$ cat src/hw/rtl/assert_macros.svh
// Assertion macros used by the top level of the lexer.
`ifndef ASSERT_MACROS_SVH
`define ASSERT_MACROS_SVH

// Check a property on every rising clock edge outside reset.
`define ETL_ASSERT(name, prop, msg) \
  name: assert property (@(posedge clk_i) disable iff (!rst_ni) (prop)) else $error(msg);

// Check a property on every rising clock edge, reset included.
`define ETL_ASSERT_ALWAYS(name, prop, msg) \
  name: assert property (@(posedge clk_i) (prop)) else $error(msg);

`endif

$ cat src/hw/rtl/etl_pkg.sv
// Types, character constants and helper functions of the expression token lexer.
package etl_pkg;

  localparam int unsigned FIELD_W = 16;
  localparam int unsigned MAX_TOKENS = 3;

  // Slot of each token a single source byte can cause, in output order.
  localparam int unsigned SLOT_RUN = 0;
  localparam int unsigned SLOT_SYM = 1;
  localparam int unsigned SLOT_EOF = 2;

  localparam logic [2:0] KW_LEN = 3'd5;

  localparam logic [7:0] CH_NUL     = 8'h00;
  localparam logic [7:0] CH_TAB     = 8'h09;
  localparam logic [7:0] CH_NEWLINE = 8'h0A;
  localparam logic [7:0] CH_VTAB    = 8'h0B;
  localparam logic [7:0] CH_FFEED   = 8'h0C;
  localparam logic [7:0] CH_CR      = 8'h0D;
  localparam logic [7:0] CH_SPACE   = 8'h20;
  localparam logic [7:0] CH_LPAREN  = 8'h28;
  localparam logic [7:0] CH_RPAREN  = 8'h29;
  localparam logic [7:0] CH_PLUS    = 8'h2B;
  localparam logic [7:0] CH_MINUS   = 8'h2D;
  localparam logic [7:0] CH_UNDER   = 8'h5F;

  typedef enum logic [3:0] {
    TK_PRINT  = 4'd0,
    TK_IDENT  = 4'd1,
    TK_NUMBER = 4'd2,
    TK_LPAREN = 4'd3,
    TK_RPAREN = 4'd4,
    TK_PLUS   = 4'd5,
    TK_MINUS  = 4'd6,
    TK_EOF    = 4'd7,
    TK_ERROR  = 4'd8
  } token_kind_e;

  typedef enum logic [1:0] {
    MODE_IDLE   = 2'd0,
    MODE_IDENT  = 2'd1,
    MODE_NUMBER = 2'd2,
    MODE_ERROR  = 2'd3
  } scan_mode_e;

  typedef struct packed {
    logic [7:0] source_byte;
    logic       byte_present;
    logic       end_of_source;
  } in_beat_t;

  typedef struct packed {
    logic [3:0]         token_kind;
    logic [FIELD_W-1:0] token_line;
    logic [FIELD_W-1:0] token_column;
    logic [FIELD_W-1:0] token_length;
    logic [7:0]         symbol_char;
    logic               last_of_run;
  } out_beat_t;

  typedef struct packed {
    logic [MAX_TOKENS-1:0]            vld;
    out_beat_t [MAX_TOKENS-1:0]       tok;
  } tok_batch_t;

  function automatic logic is_letter(logic [7:0] c);
    return ((c >= 8'h61) && (c <= 8'h7A)) || ((c >= 8'h41) && (c <= 8'h5A));
  endfunction

  function automatic logic is_digit(logic [7:0] c);
    return (c >= 8'h30) && (c <= 8'h39);
  endfunction

  function automatic logic is_blank(logic [7:0] c);
    return (c == CH_SPACE) || (c == CH_TAB) || (c == CH_VTAB) || (c == CH_FFEED) ||
           (c == CH_CR);
  endfunction

  // Spelling of the keyword, one character per position.
  function automatic logic [7:0] keyword_char(logic [2:0] pos);
    logic [7:0] ch;
    unique case (pos)
      3'd0:    ch = 8'h70;
      3'd1:    ch = 8'h72;
      3'd2:    ch = 8'h69;
      3'd3:    ch = 8'h6E;
      3'd4:    ch = 8'h74;
      default: ch = CH_NUL;
    endcase
    return ch;
  endfunction

  function automatic token_kind_e symbol_kind(logic [7:0] c);
    token_kind_e k;
    unique case (c)
      CH_LPAREN: k = TK_LPAREN;
      CH_RPAREN: k = TK_RPAREN;
      CH_PLUS:   k = TK_PLUS;
      CH_MINUS:  k = TK_MINUS;
      default:   k = TK_ERROR;
    endcase
    return k;
  endfunction

  function automatic out_beat_t make_token(token_kind_e kind, logic [FIELD_W-1:0] line,
                                           logic [FIELD_W-1:0] col,
                                           logic [FIELD_W-1:0] len, logic [7:0] ch);
    out_beat_t t;
    t.token_kind   = kind;
    t.token_line   = line;
    t.token_column = col;
    t.token_length = len;
    t.symbol_char  = ch;
    t.last_of_run  = 1'b0;
    return t;
  endfunction

endpackage

$ cat src/hw/rtl/etl_scan.sv
// Scanner state and per-byte token logic of the expression token lexer.
module etl_scan import etl_pkg::*; #(
  parameter int unsigned CounterWidth = 16
) (
  input  logic       clk_i,
  input  logic       rst_ni,
  input  logic       step_i,
  input  in_beat_t   beat_i,
  output tok_batch_t batch_o
);

  typedef logic [CounterWidth-1:0] cnt_t;
  localparam cnt_t CntMax = '1;
  localparam cnt_t CntOne = cnt_t'(1);

  scan_mode_e mode_q, mode_d;
  cnt_t       line_q, line_d;
  cnt_t       col_q, col_d;
  cnt_t       start_q, start_d;
  cnt_t       len_q, len_d;
  logic [2:0] kwp_q, kwp_d;
  logic       kwok_q, kwok_d;

  function automatic cnt_t sat_inc(cnt_t v);
    return (v == CntMax) ? v : v + CntOne;
  endfunction

  function automatic out_beat_t run_token(scan_mode_e m, logic ok, logic [2:0] p, cnt_t ln,
                                          cnt_t st, cnt_t n);
    token_kind_e k;
    if (m == MODE_NUMBER) begin
      k = TK_NUMBER;
    end else begin
      k = (ok && (p == KW_LEN)) ? TK_PRINT : TK_IDENT;
    end
    return make_token(k, FIELD_W'(ln), FIELD_W'(st), FIELD_W'(n), CH_NUL);
  endfunction

  always_comb begin
    logic [7:0]  c;
    logic        done;
    logic        cont;
    token_kind_e sk;
    c       = beat_i.source_byte;
    done    = beat_i.end_of_source || (beat_i.byte_present && (c == CH_NUL));
    cont    = 1'b0;
    sk      = symbol_kind(c);
    batch_o = '0;
    mode_d  = mode_q;
    line_d  = line_q;
    col_d   = col_q;
    start_d = start_q;
    len_d   = len_q;
    kwp_d   = kwp_q;
    kwok_d  = kwok_q;

    if (beat_i.byte_present && (c != CH_NUL) && (mode_q != MODE_ERROR)) begin
      if ((mode_q == MODE_IDENT) && (is_letter(c) || is_digit(c) || (c == CH_UNDER))) begin
        if (kwok_q && (kwp_q < KW_LEN) && (c == keyword_char(kwp_q))) begin
          kwp_d = kwp_q + 3'd1;
        end else begin
          kwok_d = 1'b0;
        end
        len_d = sat_inc(len_q);
        col_d = sat_inc(col_q);
        cont  = 1'b1;
      end else if ((mode_q == MODE_NUMBER) && is_digit(c)) begin
        len_d = sat_inc(len_q);
        col_d = sat_inc(col_q);
        cont  = 1'b1;
      end else if ((mode_q == MODE_IDENT) || (mode_q == MODE_NUMBER)) begin
        // Byte ends the pending run: flush it, then treat the byte from idle.
        batch_o.vld[SLOT_RUN] = 1'b1;
        batch_o.tok[SLOT_RUN] = run_token(mode_q, kwok_q, kwp_q, line_q, start_q, len_q);
        mode_d  = MODE_IDLE;
        start_d = '0;
        len_d   = '0;
        kwp_d   = 3'd0;
        kwok_d  = 1'b1;
      end

      if (!cont) begin
        if (c == CH_NEWLINE) begin
          line_d = sat_inc(line_q);
          col_d  = CntOne;
        end else if (is_blank(c)) begin
          col_d = sat_inc(col_q);
        end else if (is_letter(c) || (c == CH_UNDER)) begin
          mode_d  = MODE_IDENT;
          start_d = col_q;
          len_d   = CntOne;
          kwok_d  = (c == keyword_char(3'd0));
          kwp_d   = (c == keyword_char(3'd0)) ? 3'd1 : 3'd0;
          col_d   = sat_inc(col_q);
        end else if (is_digit(c)) begin
          mode_d  = MODE_NUMBER;
          start_d = col_q;
          len_d   = CntOne;
          kwok_d  = 1'b1;
          kwp_d   = 3'd0;
          col_d   = sat_inc(col_q);
        end else begin
          batch_o.vld[SLOT_SYM] = 1'b1;
          batch_o.tok[SLOT_SYM] = make_token(sk, FIELD_W'(line_q), FIELD_W'(col_q),
                                             FIELD_W'(CntOne), c);
          col_d = sat_inc(col_q);
          if (sk == TK_ERROR) begin
            mode_d = MODE_ERROR;
          end
        end
      end
    end

    if (done) begin
      // A pending run here is from earlier bytes or started or extended by this byte, so
      // no symbol went out; the first slot may hold a run it ended, so use the middle one.
      if ((mode_d == MODE_IDENT) || (mode_d == MODE_NUMBER)) begin
        batch_o.vld[SLOT_SYM] = 1'b1;
        batch_o.tok[SLOT_SYM] = run_token(mode_d, kwok_d, kwp_d, line_d, start_d, len_d);
      end
      batch_o.vld[SLOT_EOF] = 1'b1;
      batch_o.tok[SLOT_EOF] = make_token(TK_EOF, FIELD_W'(line_d), FIELD_W'(col_d), '0,
                                         CH_NUL);
      mode_d  = MODE_IDLE;
      line_d  = CntOne;
      col_d   = CntOne;
      start_d = '0;
      len_d   = '0;
      kwp_d   = 3'd0;
      kwok_d  = 1'b1;
    end
  end

  always_ff @(posedge clk_i or negedge rst_ni) begin
    if (!rst_ni) begin
      mode_q  <= MODE_IDLE;
      line_q  <= CntOne;
      col_q   <= CntOne;
      start_q <= '0;
      len_q   <= '0;
      kwp_q   <= 3'd0;
      kwok_q  <= 1'b1;
    end else if (step_i) begin
      mode_q  <= mode_d;
      line_q  <= line_d;
      col_q   <= col_d;
      start_q <= start_d;
      len_q   <= len_d;
      kwp_q   <= kwp_d;
      kwok_q  <= kwok_d;
    end
  end

endmodule

$ cat src/hw/rtl/etl_emit.sv
// Result register that holds one byte's tokens and hands them out one beat at a time.
module etl_emit import etl_pkg::*; (
  input  logic       clk_i,
  input  logic       rst_ni,
  input  logic       load_i,
  input  tok_batch_t batch_i,
  output logic       ready_o,
  output logic       out_valid_o,
  input  logic       out_stall_i,
  output out_beat_t  out_beat_o
);

  logic [MAX_TOKENS-1:0]      vld_q, vld_d;
  out_beat_t [MAX_TOKENS-1:0] tok_q;
  logic [MAX_TOKENS-1:0]      head;
  logic [MAX_TOKENS-1:0]      rest;
  logic [1:0]                 sel;
  logic                       pop;

  // Oldest pending slot goes first.
  always_comb begin
    priority if (vld_q[SLOT_RUN]) begin
      sel = 2'(SLOT_RUN);
    end else if (vld_q[SLOT_SYM]) begin
      sel = 2'(SLOT_SYM);
    end else begin
      sel = 2'(SLOT_EOF);
    end
    head      = '0;
    head[sel] = 1'b1;
  end

  assign rest        = vld_q & ~head;
  assign out_valid_o = |vld_q;
  assign pop         = out_valid_o && !out_stall_i;
  assign ready_o     = (vld_q == '0) || (pop && (rest == '0));

  always_comb begin
    out_beat_o             = tok_q[sel];
    out_beat_o.last_of_run = (rest == '0);
  end

  always_comb begin
    vld_d = vld_q;
    if (load_i) begin
      vld_d = batch_i.vld;
    end else if (pop) begin
      vld_d = rest;
    end
  end

  always_ff @(posedge clk_i or negedge rst_ni) begin
    if (!rst_ni) begin
      vld_q <= '0;
    end else begin
      vld_q <= vld_d;
    end
  end

  always_ff @(posedge clk_i) begin
    if (load_i) begin
      tok_q <= batch_i.tok;
    end
  end

endmodule

$ cat src/hw/rtl/expression_token_lexer.sv
// Top level of the expression token lexer: input register, scanner and result register.
//
//   channel | direction | handshake                 | beat
//   --------+-----------+---------------------------+-----------------------------
//   in      | to block  | in_valid_i / in_stall_o   | in_beat_t: one source byte
//   out     | from block| out_valid_o / out_stall_i | out_beat_t: one token
//
// A byte is scanned while it waits in the input register; its tokens land in the result
// register as the byte advances, and the first token is offered from there.
// A byte that yields zero or one token frees the path every cycle unless the output stalls;
// a byte with more holds it until its last token goes; the output moves one token per beat.
// Reset clears the scanner to line 1, column 1, idle, and empties both registers.
// A stalled output holds its token; the input stalls only while the input register
// is full and the result register cannot take its tokens this cycle.
module expression_token_lexer import etl_pkg::*; #(
  parameter int unsigned COUNTER_WIDTH = 16
) (
  input  logic      clk_i,
  input  logic      rst_ni,
  input  logic      in_valid_i,
  output logic      in_stall_o,
  input  in_beat_t  in_beat_i,
  output logic      out_valid_o,
  input  logic      out_stall_i,
  output out_beat_t out_beat_o
);

  `include "assert_macros.svh"

  logic       in_vld_q, in_vld_d;
  in_beat_t   in_q;
  logic       in_take;
  logic       emit_ready;
  logic       advance;
  tok_batch_t batch;

  // Advance the held byte whenever the result register frees up this cycle.
  assign advance    = in_vld_q && emit_ready;
  assign in_stall_o = in_vld_q && !emit_ready;
  assign in_take    = in_valid_i && !in_stall_o;

  always_comb begin
    in_vld_d = in_vld_q;
    if (in_take) begin
      in_vld_d = 1'b1;
    end else if (advance) begin
      in_vld_d = 1'b0;
    end
  end

  always_ff @(posedge clk_i or negedge rst_ni) begin
    if (!rst_ni) begin
      in_vld_q <= 1'b0;
    end else begin
      in_vld_q <= in_vld_d;
    end
  end

  // Payload register: load on acceptance, hold otherwise.
  always_ff @(posedge clk_i) begin
    if (in_take) begin
      in_q <= in_beat_i;
    end
  end

  // Scanner state advances exactly once per byte, as it moves into the result register.
  etl_scan #(
    .CounterWidth(COUNTER_WIDTH)
  ) u_scan (
    .clk_i  (clk_i),
    .rst_ni (rst_ni),
    .step_i (advance),
    .beat_i (in_q),
    .batch_o(batch)
  );

  etl_emit u_emit (
    .clk_i      (clk_i),
    .rst_ni     (rst_ni),
    .load_i     (advance),
    .batch_i    (batch),
    .ready_o    (emit_ready),
    .out_valid_o(out_valid_o),
    .out_stall_i(out_stall_i),
    .out_beat_o (out_beat_o)
  );

  // Input only stalls when a byte is waiting in the input register.
  `ETL_ASSERT(a_stall_needs_byte, in_stall_o |-> in_vld_q, "input stalled while empty")
  // The end-of-source token is always the final token of its byte.
  `ETL_ASSERT(a_eof_is_last, (out_valid_o && (out_beat_o.token_kind == TK_EOF)) |->
              out_beat_o.last_of_run, "eof token not last of its byte")
  // No token is offered while reset is applied.
  `ETL_ASSERT_ALWAYS(a_reset_quiet, !rst_ni |-> !out_valid_o, "token offered in reset")

endmodule
$ cat config.mk
export PLATFORM = sky130hd
export DESIGN_NAME = expression_token_lexer
export DESIGN_NICKNAME = d
export VERILOG_FILES = /design/src/hw/rtl/etl_pkg.sv /design/src/hw/rtl/etl_scan.sv /design/src/hw/rtl/etl_emit.sv /design/src/hw/rtl/expression_token_lexer.sv
export VERILOG_INCLUDE_DIRS = /design/src /design/src/hw/rtl
export SDC_FILE = /design/constraint.sdc
export NUM_CORES = 1
export LEC_CHECK = 0
export ABC_AREA = 1
export BUFFER_PORTS_ARGS = -buffer_cell sky130_fd_sc_hd__buf_2
export CAP_MARGIN = 20
export CORE_UTILIZATION = 40
export DETAILED_ROUTE_END_ITERATION = 8
export SLEW_MARGIN = 20
export SYNTH_ARGS = -nofsm -noshare
export SYNTH_HDL_FRONTEND = slang
export SYNTH_SLANG_ARGS = --single-unit
export TNS_END_PERCENT = 100
$ cat constraint.sdc
create_clock -name clk_i -period 5.3 [get_ports clk_i]
set_input_delay 1.06 -clock clk_i [delete_from_list [all_inputs] [get_ports clk_i]]
set_output_delay 1.06 -clock clk_i [all_outputs]
set_load 0.1 [all_outputs]
==> impl_results.md <==
* Worst-Skew Late Latency at 0.53 ns
* WL/cell at approximately 17 um
* Number of synthesized flops with an enable pin at 153
* Avg Inst Size Synth at 8.74 um2
* Number of H-tree levels at 1
* Post-DP HPWL at 19,600 um
* Period Utilization, post-route at 78.8%
* Setup CP Type: flip-flop to output pin
* Clock buffer depth at 3
* Final hold viol count at 0
* Full die area at 29,900 um2
* Critical Path RT at 4.24 ns
* RSZ-0062 raised after global routing: no
* Main flop type after synthesis: edfxtp_1
* Design Area, Final at 13,400 um2
* Layout cells sized above 1 at 11.5%
* I/O pin count at 77
* Worst path slowest cell: nor2_4
* Flop and latch count out of synthesis at approximately 230
* Final wirelength at between 30,000 and 40,000 um
* DP Area at 12,400 um2
* Total track usage at 20.6%
* Die width at 173 um
* Startpoint types: flip-flop
* Detailed Route Iter0 Violations at around 840
* Post-cts sizing count at 0
* Mapped Cells at around 1,300
* Synthesized area at 11,700 um2
* CTS tree: built
* Core footprint at 28,700 um2
* Synth area leaders: edfxtp_1, dfrtp_1, nand2_1, inv_1, nor2_1
* Clock root cell: clkbuf_16
* Row count at 62
* Final layout net count at ~1,400
* Buffers on Ports at 76
* Slew headroom at 21.0%
* Setup Buffers After CTS at 0
* Outcome: completed
* CP arrival at 3.11 ns
* First-pass GRT wire length at 49,600 um
* Dpl ws at about 1.3 ns
* Drt drc at 0
* Starting Density at 40.8%
* Max Fclk at 240 MHz
* Max Slew Vio Count at 0
* Final setup margin at 1.13 ns
* Worst slew pin tran at 1.18 ns
* CTS Sinks at roughly 230
* Antenna violations before repair at 0
* Worst reg2reg setup slack at 1.27 ns
* Crit Path Max Fanout at 29
* Min Tclk post-route at 4.17 ns
* Async S/R FF share, synth at 32.6%
* Syn nets at ~1,400
* Post-synth top area share at 39.3%
* Sequential-to-total area share from yosys stat at 55.1%
* Final Setup Violations at 0
* Global route overflow at 0
* Routed vias at 9,484
* Antenna diodes at 0
* Min-delay worst type: flip-flop to flip-flop
* Biggest area consumer among synthesized cells: edfxtp_1
* Die Y at 173 um
* Fin util at 46.5%
* Pin count of the biggest net entering global routing at 205
* Slowest stage delay, CP at 0.73 ns
* Netlist cell types at 44
* Drt first pass iters at 7
* Max-Cap Viols at 0
* Routability cong. at between 0.8 and 0.9
* Routed Antenna Nets at 0
* Inserted Clock Buffers at 26
* Synth warn at 0
* Critical path capture point type: output pin
* Clk pin slew, worst setup/hold paths at roughly 0.060 ns
* Hold-fix buffers, CTS at 0
* Vias per cell at between 5 and 6
* Worst-path cell chain: nor2_4 > clkinv_1 > nor2_1 > buf_2
* Number of global-route vias before repair at 9,284
* Clock Skew at 0.0114 ns
* Post-route setup TNS at 0 ns
* Area Growth Syn to Fin at 14.1%
==> cell usage in the layout (no fill, tap or decap), types with 13 or more instances in the layout <==
cell type and n:
nand3_1 86, ha_1 13, dfrtp_1 70, clkbuf_16 27, edfxtp_1 153, o22ai_1 94, inv_1 165, xor2_1 23
a22o_1 16, nor3_1 21, buf_2 75, nor2_1 159, a21oi_1 24, nand4_1 23, nand2_1 308, o21ai_0 58
==> metrics by stage <==
stage,hold WS (ns),instances
2_1_floorplan,0.471,1338
3_3_place_gp,0.504,1752
4_1_cts,0.515,1800
3_5_place_dp,0.502,1752
5_1_grt,0.581,1800
6_report,0.515,1800
==> final cells by class <==
type                       count  area [um2]
inverter                     172         647
clock inverter                11         156
fill                        2770       15400
tap                          384         480
multi-input combinational    882        4380
clock buffer                  37         743
timing repair buffer          87         490
sequential                   227        6450
==> cells by family after synthesis <==
group / synth area share [%]
buf+inv: 7.54
compound gates: 11.4
flops: 55.1
xor+xnor: 1.72
simple gates: 22.8
fa+ha+maj: 1.39
==> path summary, 6_finish.rpt <==
check                                  start                  to  cells after the start
hold / removal             u_scan.line_q[14]   u_scan.line_q[14]                      2
hold reg to reg            u_scan.line_q[14]   u_scan.line_q[14]                      2
min in group asynchronous             rst_ni  u_scan.start_q[11]                      1
setup reg to reg                     in_q[2]   u_emit.tok_q[114]                     18
max in group asynchronous             rst_ni    u_scan.line_q[0]                      2
setup / recovery             u_emit.vld_q[0]       out_beat_o[2]                      4
==> state kept, by name, indices dropped and copies added (netlist names) <==
register        flops
u_scan.mode_q       2
u_emit.vld_q        3
in_vld_q            1
u_scan.col_q       16
u_scan.kwp_q        3
u_scan.kwok_q       1
u_scan.line_q      16
u_emit.tok_q      143
in_q               10
u_scan.start_q     16
u_scan.len_q       16
==> synthesized netlist by cell type, types with 2 or more instances <==
master	count
o21ai_1	4
nor2_4	3
nor3_2	2
dfstp_2	3
nor2_2	5
nand3_1	86
clkbuf_1	39
dfrtp_1	71
edfxtp_1	153
o21ai_0	58
a21oi_1	25
o2111ai_1	3
nor2_1	160
a22o_1	16
nand2_4	2
o211ai_1	9
nor4_1	2
o22ai_1	94
inv_1	165
nand2_1	309
and2_1	3
xor2_1	23
buf_1	2
nand2_2	5
buf_2	15
ha_1	13
a31oi_1	4
nor3_1	21
nand4_1	23
inv_2	6
==> layer usage <==
metal,share of wire (%),wire (um),track usage [%],vias to the layer above
met2,48,14700,34.5,258
met3,4.8,1480,2.48,33
li1,-,-,-,4634
met1,46,14300,28.5,4559
met5,0,0,0,-
met4,1.5,452,4.72,0
==> critical path: cells and delay by family (launching register included) <==
family / cells / cell delay, ns
buffers and inverters: 2 / 0.96
DFF: 1 / 0.68
and+or+nand+nor: 2 / 0.94
Power is left out: the tool's default activity adds up to more than one toggle a clock period on the data nets, which glitch-free logic cannot reach.
